[config.mk]
export PLATFORM = sky130hd
export DESIGN_NAME = scsr_queue
export DESIGN_NICKNAME = d
export VERILOG_FILES = /design/src/sv/scsr_pkg.sv /design/src/sv/scsr_queue.sv
export SDC_FILE = /design/constraint.sdc
export NUM_CORES = 1
export LEC_CHECK = 0
export ABC_AREA = 1
export BUFFER_PORTS_ARGS = -buffer_cell sky130_fd_sc_hd__buf_2
export CAP_MARGIN = 10
export CORE_AREA = 3 3 308 310
export CTS_BUF_LIST = sky130_fd_sc_hd__clkbuf_4 sky130_fd_sc_hd__clkbuf_8
export CTS_CLUSTER_SIZE = 10
export DETAILED_ROUTE_END_ITERATION = 6
export DIE_AREA = 0 0 311 313
export PLACE_DENSITY = 0.62
export SYNTH_ARGS = -nofsm -noshare
export SYNTH_HDL_FRONTEND = slang
export SYNTH_SLANG_ARGS = --single-unit
[constraint.sdc]
create_clock -name aclk -period 20.8 [get_ports aclk]
set_input_delay 1.04 -clock aclk [delete_from_list [all_inputs] [get_ports aclk]]
set_output_delay 1.04 -clock aclk [all_outputs]
set_load 0.005 [all_outputs]
[src/sv/scsr_pkg.sv]
`default_nettype none

package scsr_pkg;

    localparam int FIELD_MODES    = 4;
    localparam int COORD_W        = 32;
    localparam int VALUE_W        = 64;
    localparam int ROW_W          = 33;
    localparam int POS_W          = 32;
    localparam int COL_W          = 64;
    localparam int MODE_W         = 2;
    localparam int NMODES_W       = 3;
    localparam int S_TDATA_W      = 192;
    localparam int M_TDATA_W      = 232;
    localparam int APB_ADDR_W     = 5;
    localparam int APB_DATA_W     = 32;

    localparam int DEF_MAX_MODES  = 4;
    localparam int DEF_INDEX_BITS = 32;
    localparam int DEF_QUEUE_DEPTH = 2;

    // Register indexes (byte address is four times the index).
    localparam logic [2:0] REG_NUM_MODES   = 3'd0;
    localparam logic [2:0] REG_UNFOLD_MODE = 3'd1;
    localparam logic [2:0] REG_DIM_SIZE_0  = 3'd2;
    localparam logic [2:0] REG_DIM_SIZE_1  = 3'd3;
    localparam logic [2:0] REG_DIM_SIZE_2  = 3'd4;
    localparam logic [2:0] REG_DIM_SIZE_3  = 3'd5;

    localparam logic [NMODES_W-1:0] NUM_MODES_RST   = 3'd3;
    localparam logic [MODE_W-1:0]   UNFOLD_MODE_RST = 2'd0;
    localparam logic [COORD_W-1:0]  DIM_SIZE_RST    = 32'd1;

    // Result kinds carried on m_tuser.
    localparam logic KIND_FILL  = 1'b0;
    localparam logic KIND_ENTRY = 1'b1;

    typedef struct packed {
        logic [NMODES_W-1:0]                num_modes;
        logic [MODE_W-1:0]                  unfold_mode;
        logic [FIELD_MODES-1:0][COORD_W-1:0] dim_size;
    } cfg_t;

    // One classified item as handed from the front to the back.
    typedef struct packed {
        logic                                has_fill;
        logic [ROW_W-1:0]                    fill_first;
        logic [ROW_W-1:0]                    fill_last;
        logic [POS_W-1:0]                    position;
        logic [FIELD_MODES-1:0][COORD_W-1:0] coord;
        logic [VALUE_W-1:0]                  value;
        logic                                has_trail;
        logic [ROW_W-1:0]                    trail_first;
        logic [ROW_W-1:0]                    trail_last;
        logic [POS_W-1:0]                    trail_pos;
    } cmd_t;

endpackage

`default_nettype wire

[src/sv/scsr_queue.sv]
`default_nettype none

module scsr_queue #(
    parameter int DEPTH = scsr_pkg::DEF_QUEUE_DEPTH
) (
    input  wire logic           aclk,
    input  wire logic           aresetn,
    input  wire logic           push,
    input  wire scsr_pkg::cmd_t push_cmd,
    input  wire logic           pop,
    output scsr_pkg::cmd_t      pop_cmd,
    output logic                full,
    output logic                empty
);

    localparam int PTR_W = (DEPTH > 1) ? $clog2(DEPTH) : 1;
    localparam int CNT_W = $clog2(DEPTH + 1);
    localparam logic [PTR_W-1:0] LAST_PTR = PTR_W'(DEPTH - 1);
    localparam logic [CNT_W-1:0] FULL_CNT = CNT_W'(DEPTH);

    scsr_pkg::cmd_t   mem [DEPTH];
    logic [PTR_W-1:0] wr_ptr_reg;
    logic [PTR_W-1:0] rd_ptr_reg;
    logic [CNT_W-1:0] count_reg;

    assign full    = (count_reg == FULL_CNT);
    assign empty   = (count_reg == '0);
    assign pop_cmd = mem[rd_ptr_reg];

    always_ff @(posedge aclk) begin
        if (push) begin
            mem[wr_ptr_reg] <= push_cmd;
        end
    end

    always_ff @(posedge aclk) begin
        if (!aresetn) begin
            wr_ptr_reg <= '0;
            rd_ptr_reg <= '0;
            count_reg  <= '0;
        end else begin
            if (push) begin
                wr_ptr_reg <= (wr_ptr_reg == LAST_PTR) ? '0 : wr_ptr_reg + 1'b1;
            end
            if (pop) begin
                rd_ptr_reg <= (rd_ptr_reg == LAST_PTR) ? '0 : rd_ptr_reg + 1'b1;
            end
            if (push && !pop) begin
                count_reg <= count_reg + 1'b1;
            end else if (pop && !push) begin
                count_reg <= count_reg - 1'b1;
            end
        end
    end

    a_no_overflow: assert property (@(posedge aclk) disable iff (!aresetn)
        push |-> (!full || pop))
        else $error("item pushed into a full queue");

    a_no_underflow: assert property (@(posedge aclk) disable iff (!aresetn)
        pop |-> !empty)
        else $error("item popped from an empty queue");

endmodule

`default_nettype wire

# After elaboration in Yosys (flattened, before gate mapping)
# Memory sizes are Yosys's and may differ from the RTL's. A register that Yosys moved wholly into a read port is not among the register bits.
# Index checks and enable logic that the tools add are counted.
dict set report word_totals {
  ff_bits 4
  latchBits 0
  ram_bits 780
  rom_bits 0
  in_bits 394
  out_inout_bits 392
  wordCells 23
  mem_count 1
}
dict set report classes {
  addsub 4
  n_mul 0
  div 0
  magnitude_cmp 0
  eq_ne 1
  shift 0
  mux 8
  bitwise_logic 0
  reduce_logical 6
}
# memory depth word_bits rd rd_ports_with_merged_regs write_ports line
set mem_list {}
lappend mem_list {mem 2 390 1 1 1 scsr_queue.sv:21} ;# scsr_pkg::cmd_t mem [DEPTH];
# op count
set ops {}
lappend ops {{two-way mux 1 bit} 6}
lappend ops {{two-way mux 2 bit} 2}
lappend ops {{adder 1 bit (second input constant)} 2}
lappend ops {{adder 2 x 1 -> 2 bit (second input constant)} 1}
lappend ops {{== test 2 bit (second input constant)} 1}
lappend ops {{logical AND 1 bit} 2}
lappend ops {{logical NOT 1 bit} 2}
lappend ops {{logical NOT 2 bit} 1}
lappend ops {{nonzero test 2 bit} 1}
lappend ops {{subtractor 2 x 1 -> 2 bit (second input constant)} 1}

# Longest topological paths before layout
# Gate-level depths: netlist (run 1).
dict set report depth {
  word_depth 4
  depth_mapped 8
  mapped_depth_nobuf 8
}

# Worst setup path after synthesis (run 1)
# OpenSTA, ideal clock, no wires.
dict set report synth_path {
  path_kind {input -> register}
  startpoint {in push}
  endpoint {mem mem[0][0] in the netlist's numbering, enable pin}
  setup_time_ps 1162
  arrival_ps 17364
  t_required_ps 19638
  path_slack_ps 2275
  cell_stages 2
  n_path_buf 0
  cell_sequence {inv_1 > nor2_1}
}
dict set report synth_via {
  elab_chain_cells 2
}
# element line
set synth_rtl {}
lappend synth_rtl {{from (decl)} scsr_queue.sv:8} ;# input wire logic push,
lappend synth_rtl {{two-way mux 1 bit} scsr_queue.sv:31} ;# if (push) begin
lappend synth_rtl {{two-way mux 1 bit (implied by the code)} scsr_queue.sv:32} ;# mem[wr_ptr_reg] <= push_cmd;
lappend synth_rtl {{to (decl)} scsr_queue.sv:21}
# No other way between the ends.

==> impl_metrics.py, run 1 <==
metrics = {
    "outcome": {
        "status": "finished, final reports clean",
    },
    "global_routing": {
        "grt_pass1_vias": 16400,
        "grt_pass1_wl_um": 100000,
        "grt_overflow": 0,
        "antenna_found_initial": 33,
        "grt_use_total_pct": 13.6,
        "grt_max_degree": 148,
    },
    "sta": {
        "tightest_slew_ns": 1.09,
        "clock_skew_ns": 0.0394,
        "rsz0062_at_grt": "false",
        "fin_setup_tns_ns": 0,
        "hold_viol_final": 0,
        "post-route-period-util_pct": 27.6,
        "timing.final.ws_setup_ns": 15.05,
        "slew_viol_final": 0,
        "period_minus_slack_ns": 5.75,
        "setup_viol": 0,
        "slew_headroom_pct": 27.6,
        "fmax_mhz": 174,
    },
    "setup_path": {
        "cp.required_ns": 19.76,
        "crit_slowest_cell": "dfxtp_4",
        "crit_top_cell": "buf_4",
        "path_delay_family": "buffers and inverters",
        "cp-end-kind": "output port",
        "crit_cells": 5,
        "crit_buf_inv": 4,
        "critPathLaunchType": "flip-flop",
        "critical_path.max_fanout": 75,
        "criticalPathCategory": "reg -> out",
        "reg2reg_depth": 4,
        "critPathMaxStageDelay_ns": 1.03,
        "worstPathArrival_ns": 4.71,
        "crit_chain": "buf_4 -> buf_4 -> buf_4 -> mux2_2 -> buf_2",
    },
    "die": {
        "die_area_um2": 97300,
        "io_pins": 786,
        "start_util_pct": 31.2,
        "fp.dieW_um": 311,
        "dieHeight_um": 313,
        "rows": 111,
        "core_area_um2": 91900,
    },
    "synthesis": {
        "synth_enable_flop_cells": 780,
        "syn-num-nets": 1643,
        "synth_area_um2": 28700,
        "synth_ff_type": "edfxtp_1",
        "synthCells": 1248,
        "synth_commonest_cells": "edfxtp_1 (780), mux2_2 (290), mux2_4 (100), buf_2 (32), buf_6 (11)",
        "ys_seq_area_share_pct": 82.0,
        "synth-seq-cells": 785,
        "synth_cell_type_count": 14,
        "synth_area_leaders": "edfxtp_1 (82%), mux2_2 (11%), mux2_4 (5.2%), buf_2 (0.56%), buf_6 (0.43%)",
        "yosysMostFrequentCell": "edfxtp_1",
        "yosysWarnings": 0,
        "yosysTopAreaCellShare_pct": 81.6,
        "syn_area_per_cell_um2": 23.0,
        "async_reset_ff_share_pct": 0,
        "yosys.area.top_type": "edfxtp_1",
    },
    "clock_tree": {
        "clock_sinks": 785,
        "h-tree-depth": 3,
        "ctsHoldBuffers": 0,
        "cts_resized": 0,
        "clock_path_buffers": 3,
        "cts_inserted_buffers": 120,
        "root_buffer": "clkbuf_8",
        "cts_tree": "built",
        "insertion_delay_ns": 0.72,
        "post_cts_buffers": 0,
        "clkTransAtPathRegs_ns": 0.06,
    },
    "placed_design": {
        "port_buffers": 785,
        "dp_hpwl_um": 49200,
        "placedCellCount": 3246,
        "place_ws_ns": 15.59,
        "globalplace.congestion": 0.819,
        "place_area_um2": 34000,
    },
    "final_layout": {
        "fillCellCount": 8437,
        "final_cells": 3462,
        "area_delta_synth_final_pct": 26.5,
        "final_area_um2": 36300,
        "drive_gt1_share_pct": 62.0,
        "nets": 2520,
        "multiInputGateArea_um2": 4870,
        "register_area_um2": 23500,
        "largest_reg_flops": 780,
    },
    "job": {
        "drv_cap": 0,
    },
    "min_path": {
        "hold_depth": 1,
        "hold_path_class": "in -> reg",
    },
    "route": {
        "drt-total-wl_um": 69000,
        "wl_per_cell_um": 19.9,
        "first_pass_iters": 5,
        "final_antenna_net_count": 0,
        "vias": 15100,
        "via_per_inst": 4.37,
        "drc": 0,
        "drt_iter0_markers": 1140,
    },
    "power": {
        "ir_drop_v": 0.0000706,
        "p_leak_uw": 0.0136,
        "powerDensity_nw_per_um2": 92.4,
    },
}
[final timing paths]
kind,from,to,slack [ns]
setup / recovery,flip-flop,pop_cmd[257],15.05
hold / removal,push_cmd[263],mem[1][263],0.49
setup reg to reg,wr_ptr_reg,mem[0][337],16.43
hold reg to reg,rd_ptr_reg,flip-flop,0.51
[final cells by class]
class                   count  share of cell area (%)
repair buffers            798                    11.2
flip-flops and latches    785                    64.8
well taps                1243                    4.28
clock buffers             164                    5.48
inverters                   8                   0.103
multi-input cells         412                    13.4
diodes                     11                  0.0758
clock inverters            41                   0.669
[metrics by stage]
step	utilization (%)	power [uW]	hold slack [ns]
final	39.5	3350	0.490
after global routing	39.5	3510	0.362
after CTS	39.5	3410	0.335
after detailed placement	37.0	2200	0.500
after global placement	37.0	2190	0.477
after floorplan	-	2080	0.463
[logic make-up (layout without fill, tap and decap cells)]
group | Yosys count | in the layout | share of synthesized area, %
DFF | 785 | 785 | 82.0
muxes | 390 | 390 | 16.6
buffers and inverters | 51 | 1011 | 1.09
and+or+nand+nor | 19 | 19 | 0.262
AOI/OAI and AO/OA | 2 | 2 | 0.0348
adders and majority gates | 1 | 1 | 0.0436
other | 0 | 11 | 0
[power by group]
part	internal, uW	switching, uW
Combinational	151	154
Clock	627	562
Sequential	1840	22.6
Total	2610	739
[layer usage]
layer | wire (um) | share of wire (%) | track usage, % | vias to the layer above
met2 | 34900 | 51 | 23.7 | 731
met3 | 7200 | 10 | 6.25 | 140
met5 | 117 | 0.17 | 0 | -
met4 | 1570 | 2.3 | 4.16 | 18
met1 | 25200 | 37 | 14.6 | 7491
li1 | - | - | - | 6757
[placed cells by master, fill, tap and decap left out, types with 2 or more instances in the layout]
cell,n
buf_2,785
edfxtp_1,780
mux2_2,290
clkbuf_8,121
mux2_4,100
clkbuf_4,43
clkinv_1,27
diode_2,11
buf_4,11
nor2_1,8
nand2_1,8
inv_1,7
clkinv_2,7
dfxtp_1,4
inv_8,2
clkinv_8,2
buf_12,2
(Power assumes the default switching activity.)
==> run 2, diff against run 1 <==
Settings changed: PLACE_DENSITY 0.62 to 0.64.
Clock period 20.8 ns to 5 ns, I/O delays scaled along.
==> impl_metrics.py, run 2 (synthesized netlist as in run 1, its figures left out) <==
metrics = {
    "setup_path": {
        "critical_path.max_fanout": 77,
        "worstPathArrival_ns": 2.95,
        "r2r-end": "mem[1][257]",
        "critPathLaunchType": "flip-flop",
        "criticalPathCategory": "reg -> out",
        "rr_startpoint": "wr_ptr_reg",
        "crit_buf_inv": 2,
        "path_delay_family": "flip-flops",
        "reg2reg_depth": 4,
        "critPathMaxStageDelay_ns": 0.96,
        "crit_chain": "buf_12 -> mux2_2 -> buf_2",
        "cp.required_ns": 4.75,
        "rrSetupSlack_ns": 2.55,
        "crit_slowest_cell": "dfxtp_4",
        "cp-end-kind": "output port",
    },
    "route": {
        "wl_per_cell_um": 19.3,
        "first_pass_iters": 5,
        "drt-total-wl_um": 75200,
        "drt_iter0_markers": 1073,
        "drc": 0,
        "via_per_inst": 4.34,
        "final_antenna_net_count": 0,
        "vias": 16900,
    },
    "power": {
        "p_leak_uw": 0.0155,
        "ir_drop_v": 0.000284,
        "powerDensity_nw_per_um2": 364,
    },
    "clock_tree": {
        "clock_path_buffers": 3,
        "cts_tree": "built",
        "root_buffer": "clkbuf_8",
        "h-tree-depth": 4,
        "clkTransAtPathRegs_ns": 0.07,
        "cts_resized": 0,
        "insertion_delay_ns": 0.79,
        "clock_sinks": 785,
        "cts_inserted_buffers": 133,
    },
    "die": {
        "start_util_pct": 31.2,
        "io_pins": 786,
        "rows": 111,
        "die_area_um2": 97300,
        "dieHeight_um": 313,
        "core_area_um2": 91900,
        "fp.dieW_um": 311,
    },
    "final_layout": {
        "nets": 2946,
        "final_area_um2": 40800,
        "final_cell_mix": "buf_2 (785), edfxtp_1 (780), dlygate4sd3_1 (398)",
        "drive_gt1_share_pct": 53.5,
        "final_common_cell": "buf_2",
        "final_cells": 3889,
        "largest_reg_flops": 780,
        "area_delta_synth_final_pct": 42.0,
    },
    "global_routing": {
        "grt_pass1_vias": 18800,
        "grt_use_total_pct": 15.0,
        "grt_pass1_wl_um": 112000,
        "antenna_found_initial": 8,
        "grt_max_degree": 137,
        "grt_overflow": 0,
    },
    "sta": {
        "rsz0062_at_grt": "false",
        "slew_viol_final": 0,
        "tightest_slew_ns": 1.00,
        "fmax_mhz": 313,
        "post-route-period-util_pct": 64.0,
        "setup_viol": 0,
        "clock_skew_ns": 0.0275,
        "whs_ns": 0.161,
        "period_minus_slack_ns": 3.20,
        "hold_viol_final": 0,
        "slew_headroom_pct": 33.0,
    },
    "min_path": {
        "min_to": "mem[1][42]",
        "hold_path_class": "in -> reg",
        "hold_depth": 2,
        "min_from": "push_cmd[42]",
    },
    "placed_design": {
        "port_buffers": 785,
        "placedCellCount": 3261,
        "globalplace.congestion": 0.813,
        "dp_hpwl_um": 49300,
        "place_area_um2": 34200,
    },
    "job": {
        "drv_cap": 0,
    },
    "outcome": {
        "status": "finished, final reports clean",
    },
}
-- run 2: worst max-delay path by stage --
stage	slack, ns	to	depth (start not counted)	start
global route	1.58	pop_cmd[173]	3	flip-flop
floorplan	-1.65	mem[1][0]	2	wr_ptr_reg
CTS	1.66	pop_cmd[35]	3	flip-flop
finish	1.80	pop_cmd[35]	3	flip-flop
global placement	2.60	pop_cmd[35]	3	flip-flop
detailed placement	2.57	mem[0][243]	5	push
-- run 2: worst register-to-register path, cell delays in order (launching register included) --
cell        delay [ns]
dfxtp_2           0.37
nand2_2           0.08
clkinvlp_4        0.07
buf_4             0.64
buf_12            0.60
-- run 2: area by class of cell --
class / count / area [um^2]
Fill cell: 7846 / 51200
Sequential cell: 785 / 23500
Inverter: 8 / 33.8
Antenna cell: 10 / 25.0
Clock buffer: 178 / 2200
Multi-Input combinational cell: 412 / 4870
Clock inverter: 42 / 337
Timing Repair Buffer: 1211 / 8210
Tap cell: 1243 / 1560
-- run 2: what timing repair did --
item                                    CTS  global route
buffers inserted                          0             0
endpoints found under the setup margin    0             0
hold buffers                            398             0
endpoints found under the hold margin   805             0
-- run 2: power breakdown --
| part | internal [uW] | total [uW] | switching (uW) | leakage [uW] |
|---|---|---|---|---|
| Sequential | 7640 | 7740 | 99.4 | 0.00736 |
| Clock | 3020 | 5540 | 2520 | 0.00133 |
| Combinational | 847 | 1570 | 724 | 0.00685 |
| Total | 11500 | 14800 | 3340 | 0.0155 |
-- run 2: layer usage --
layer / wire length, um / share of wire, % / up-vias / GRT usage (%)
met1: 28200 / 38 / 8308 / 16.6
met5: 0 / 0 / - / 0
met3: 6460 / 8.6 / 153 / 5.77
met2: 38200 / 51 / 786 / 25.9
li1: - / - / 7615 / -
met4: 2300 / 3.1 / 0 / 6.18
-- run 2: stage by stage --
step	setup TNS [ns]	power (uW)	utilization, %	setup WS (ns)
5_1_grt	0	15500	44.3	1.58
3_5_place_dp	0	9180	37.2	2.57
4_1_cts	0	15000	44.3	1.66
6_report	0	14800	44.3	1.80
3_3_place_gp	0	9130	37.2	2.60
2_1_floorplan	-1225.40	8540	-	-1.65
==> run 3, diff against run 2 <==
Settings changed: PLACE_DENSITY 0.64 to 0.62.
Clock period 5 ns to 3.25 ns, I/O delays scaled along.
==> impl_metrics.py, run 3 (synthesized netlist as in run 1, its figures left out) <==
metrics = {
    "die": {
        "die_area_um2": 97300,
        "dieHeight_um": 313,
        "core_area_um2": 91900,
        "fp.dieW_um": 311,
        "start_util_pct": 31.2,
        "rows": 111,
        "io_pins": 786,
    },
    "route": {
        "wl_per_cell_um": 18.9,
        "via_per_inst": 4.30,
        "met2WireLength_um": 39200,
        "wl_met1_um": 27700,
        "highest_layer": "met4",
        "first_pass_iters": 5,
        "drc": 0,
        "wl_met3_um": 6360,
        "drt-total-wl_um": 75400,
        "vias": 17200,
        "drt_iter0_markers": 1138,
        "final_antenna_net_count": 0,
    },
    "min_path": {
        "hold_path_class": "in -> reg",
        "min_from": "push_cmd[385]",
    },
    "setup_path": {
        "critical_path.max_fanout": 43,
        "rr_startpoint": "count_reg[0]",
        "worstPathArrival_ns": 2.55,
        "criticalPathCategory": "reg -> out",
        "cp.required_ns": 3.09,
        "critPathLaunchType": "flip-flop",
        "cp-end-kind": "output port",
    },
    "clock_tree": {
        "h-tree-depth": 4,
        "clkTransAtPathRegs_ns": 0.05,
        "clock_path_buffers": 3,
        "cts_inserted_buffers": 131,
        "root_buffer": "clkbuf_8",
        "ctsHoldBuffers": 488,
        "post_cts_buffers": 0,
        "insertion_delay_ns": 0.79,
        "cts_tree": "built",
        "cts_resized": 0,
        "clock_sinks": 785,
    },
    "final_layout": {
        "drive_gt1_share_pct": 51.8,
        "register_area_um2": 23500,
        "nets": 3040,
        "largest_reg_flops": 780,
        "final_cell_mix": "buf_2 (785), edfxtp_1 (780), dlygate4sd3_1 (488)",
        "final_common_cell": "buf_2",
        "fillCellCount": 7855,
        "multiInputGateArea_um2": 4870,
        "final_cells": 3989,
        "area_delta_synth_final_pct": 45.8,
    },
    "sta": {
        "whs_ns": 0.0990,
        "slew_headroom_pct": 33.8,
        "fmax_mhz": 369,
        "hold_viol_final": 0,
        "period_minus_slack_ns": 2.71,
        "rsz0062_at_grt": "false",
        "clock_skew_ns": 0.0249,
        "setup_viol": 0,
        "tightest_slew_ns": 0.993,
        "post-route-period-util_pct": 83.4,
        "slew_viol_final": 0,
    },
    "global_routing": {
        "grt_overflow": 0,
        "grt_use_total_pct": 15.2,
        "grt_pass1_wl_um": 113000,
        "grt_max_degree": 135,
        "grt_pass1_vias": 19100,
        "antenna_found_initial": 9,
    },
    "power": {
        "powerDensity_nw_per_um2": 551,
        "p_leak_uw": 0.0160,
        "finalPower_uw": 23000,
        "ir_drop_v": 0.000434,
    },
    "placed_design": {
        "dp_hpwl_um": 49900,
        "port_buffers": 785,
        "globalplace.congestion": 0.852,
        "placedCellCount": 3267,
    },
    "job": {
        "drv_cap": 0,
    },
    "outcome": {
        "status": "finished, final reports clean",
    },
}
## run 3: cell count changes in the layout (fill, tap and decap cells not counted), sizes merged
cell and change:
bufinv +2, buf +6, dlygate4sd3 +90, clkbuf +2
clkinvlp -2, inv -1, diode -2, clkinv +5
## run 3: area by class of cell
class                   instances  share of cell area (%)
flip-flops and latches        785                    56.2
repair buffers               1307                    22.1
multi-input cells             412                    11.7
clock buffers                 180                    5.22
well taps                    1243                    3.72
clock inverters                46                   0.954
inverters                       8                  0.0807
diodes                          8                  0.0478
## run 3: metal layers
metal	GRT usage, %	up-vias
met5	0	-
met4	6.14	0
met3	5.67	147
met2	27.0	747
met1	16.3	8456
li1	-	7809
## run 3: where the power goes
group | internal (uW) | leakage, uW | switching, uW
registers | 11700 | 0.00736 | 125
clock network | 4770 | 0.00135 | 3840
logic | 1400 | 0.00728 | 1160
total | 17900 | 0.0160 | 5130
## run 3: worst max-delay path, cell delays in order (launching register included)
cell and delay [ns]:
dfxtp_4 0.50, buf_12 0.27, buf_12 0.31, mux2_2 0.39, buf_2 0.14
## run 3: per-stage QoR
step / setup slack, ns / setup TNS [ns] / util [%] / area, um^2
floorplan: -3.40 / -2590.40 / - / 28700
detailed placement: 1.34 / 0 / 37.4 / 34400
global route: 0.399 / 0 / 45.5 / 41800
CTS: 0.439 / 0 / 45.5 / 41800
global placement: 1.39 / 0 / 37.4 / 34400
finish: 0.541 / 0 / 45.5 / 41800
## run 3: worst paths after layout
check / slack [ns] / cells past startpoint / to
max: 0.54 / 4 / pop_cmd[207]
min: 0.1 / 2 / mem[1][385]
max reg2reg: 1.26 / 7 / count_reg[1]
min reg2reg: 0.53 / 2 / rd_ptr_reg
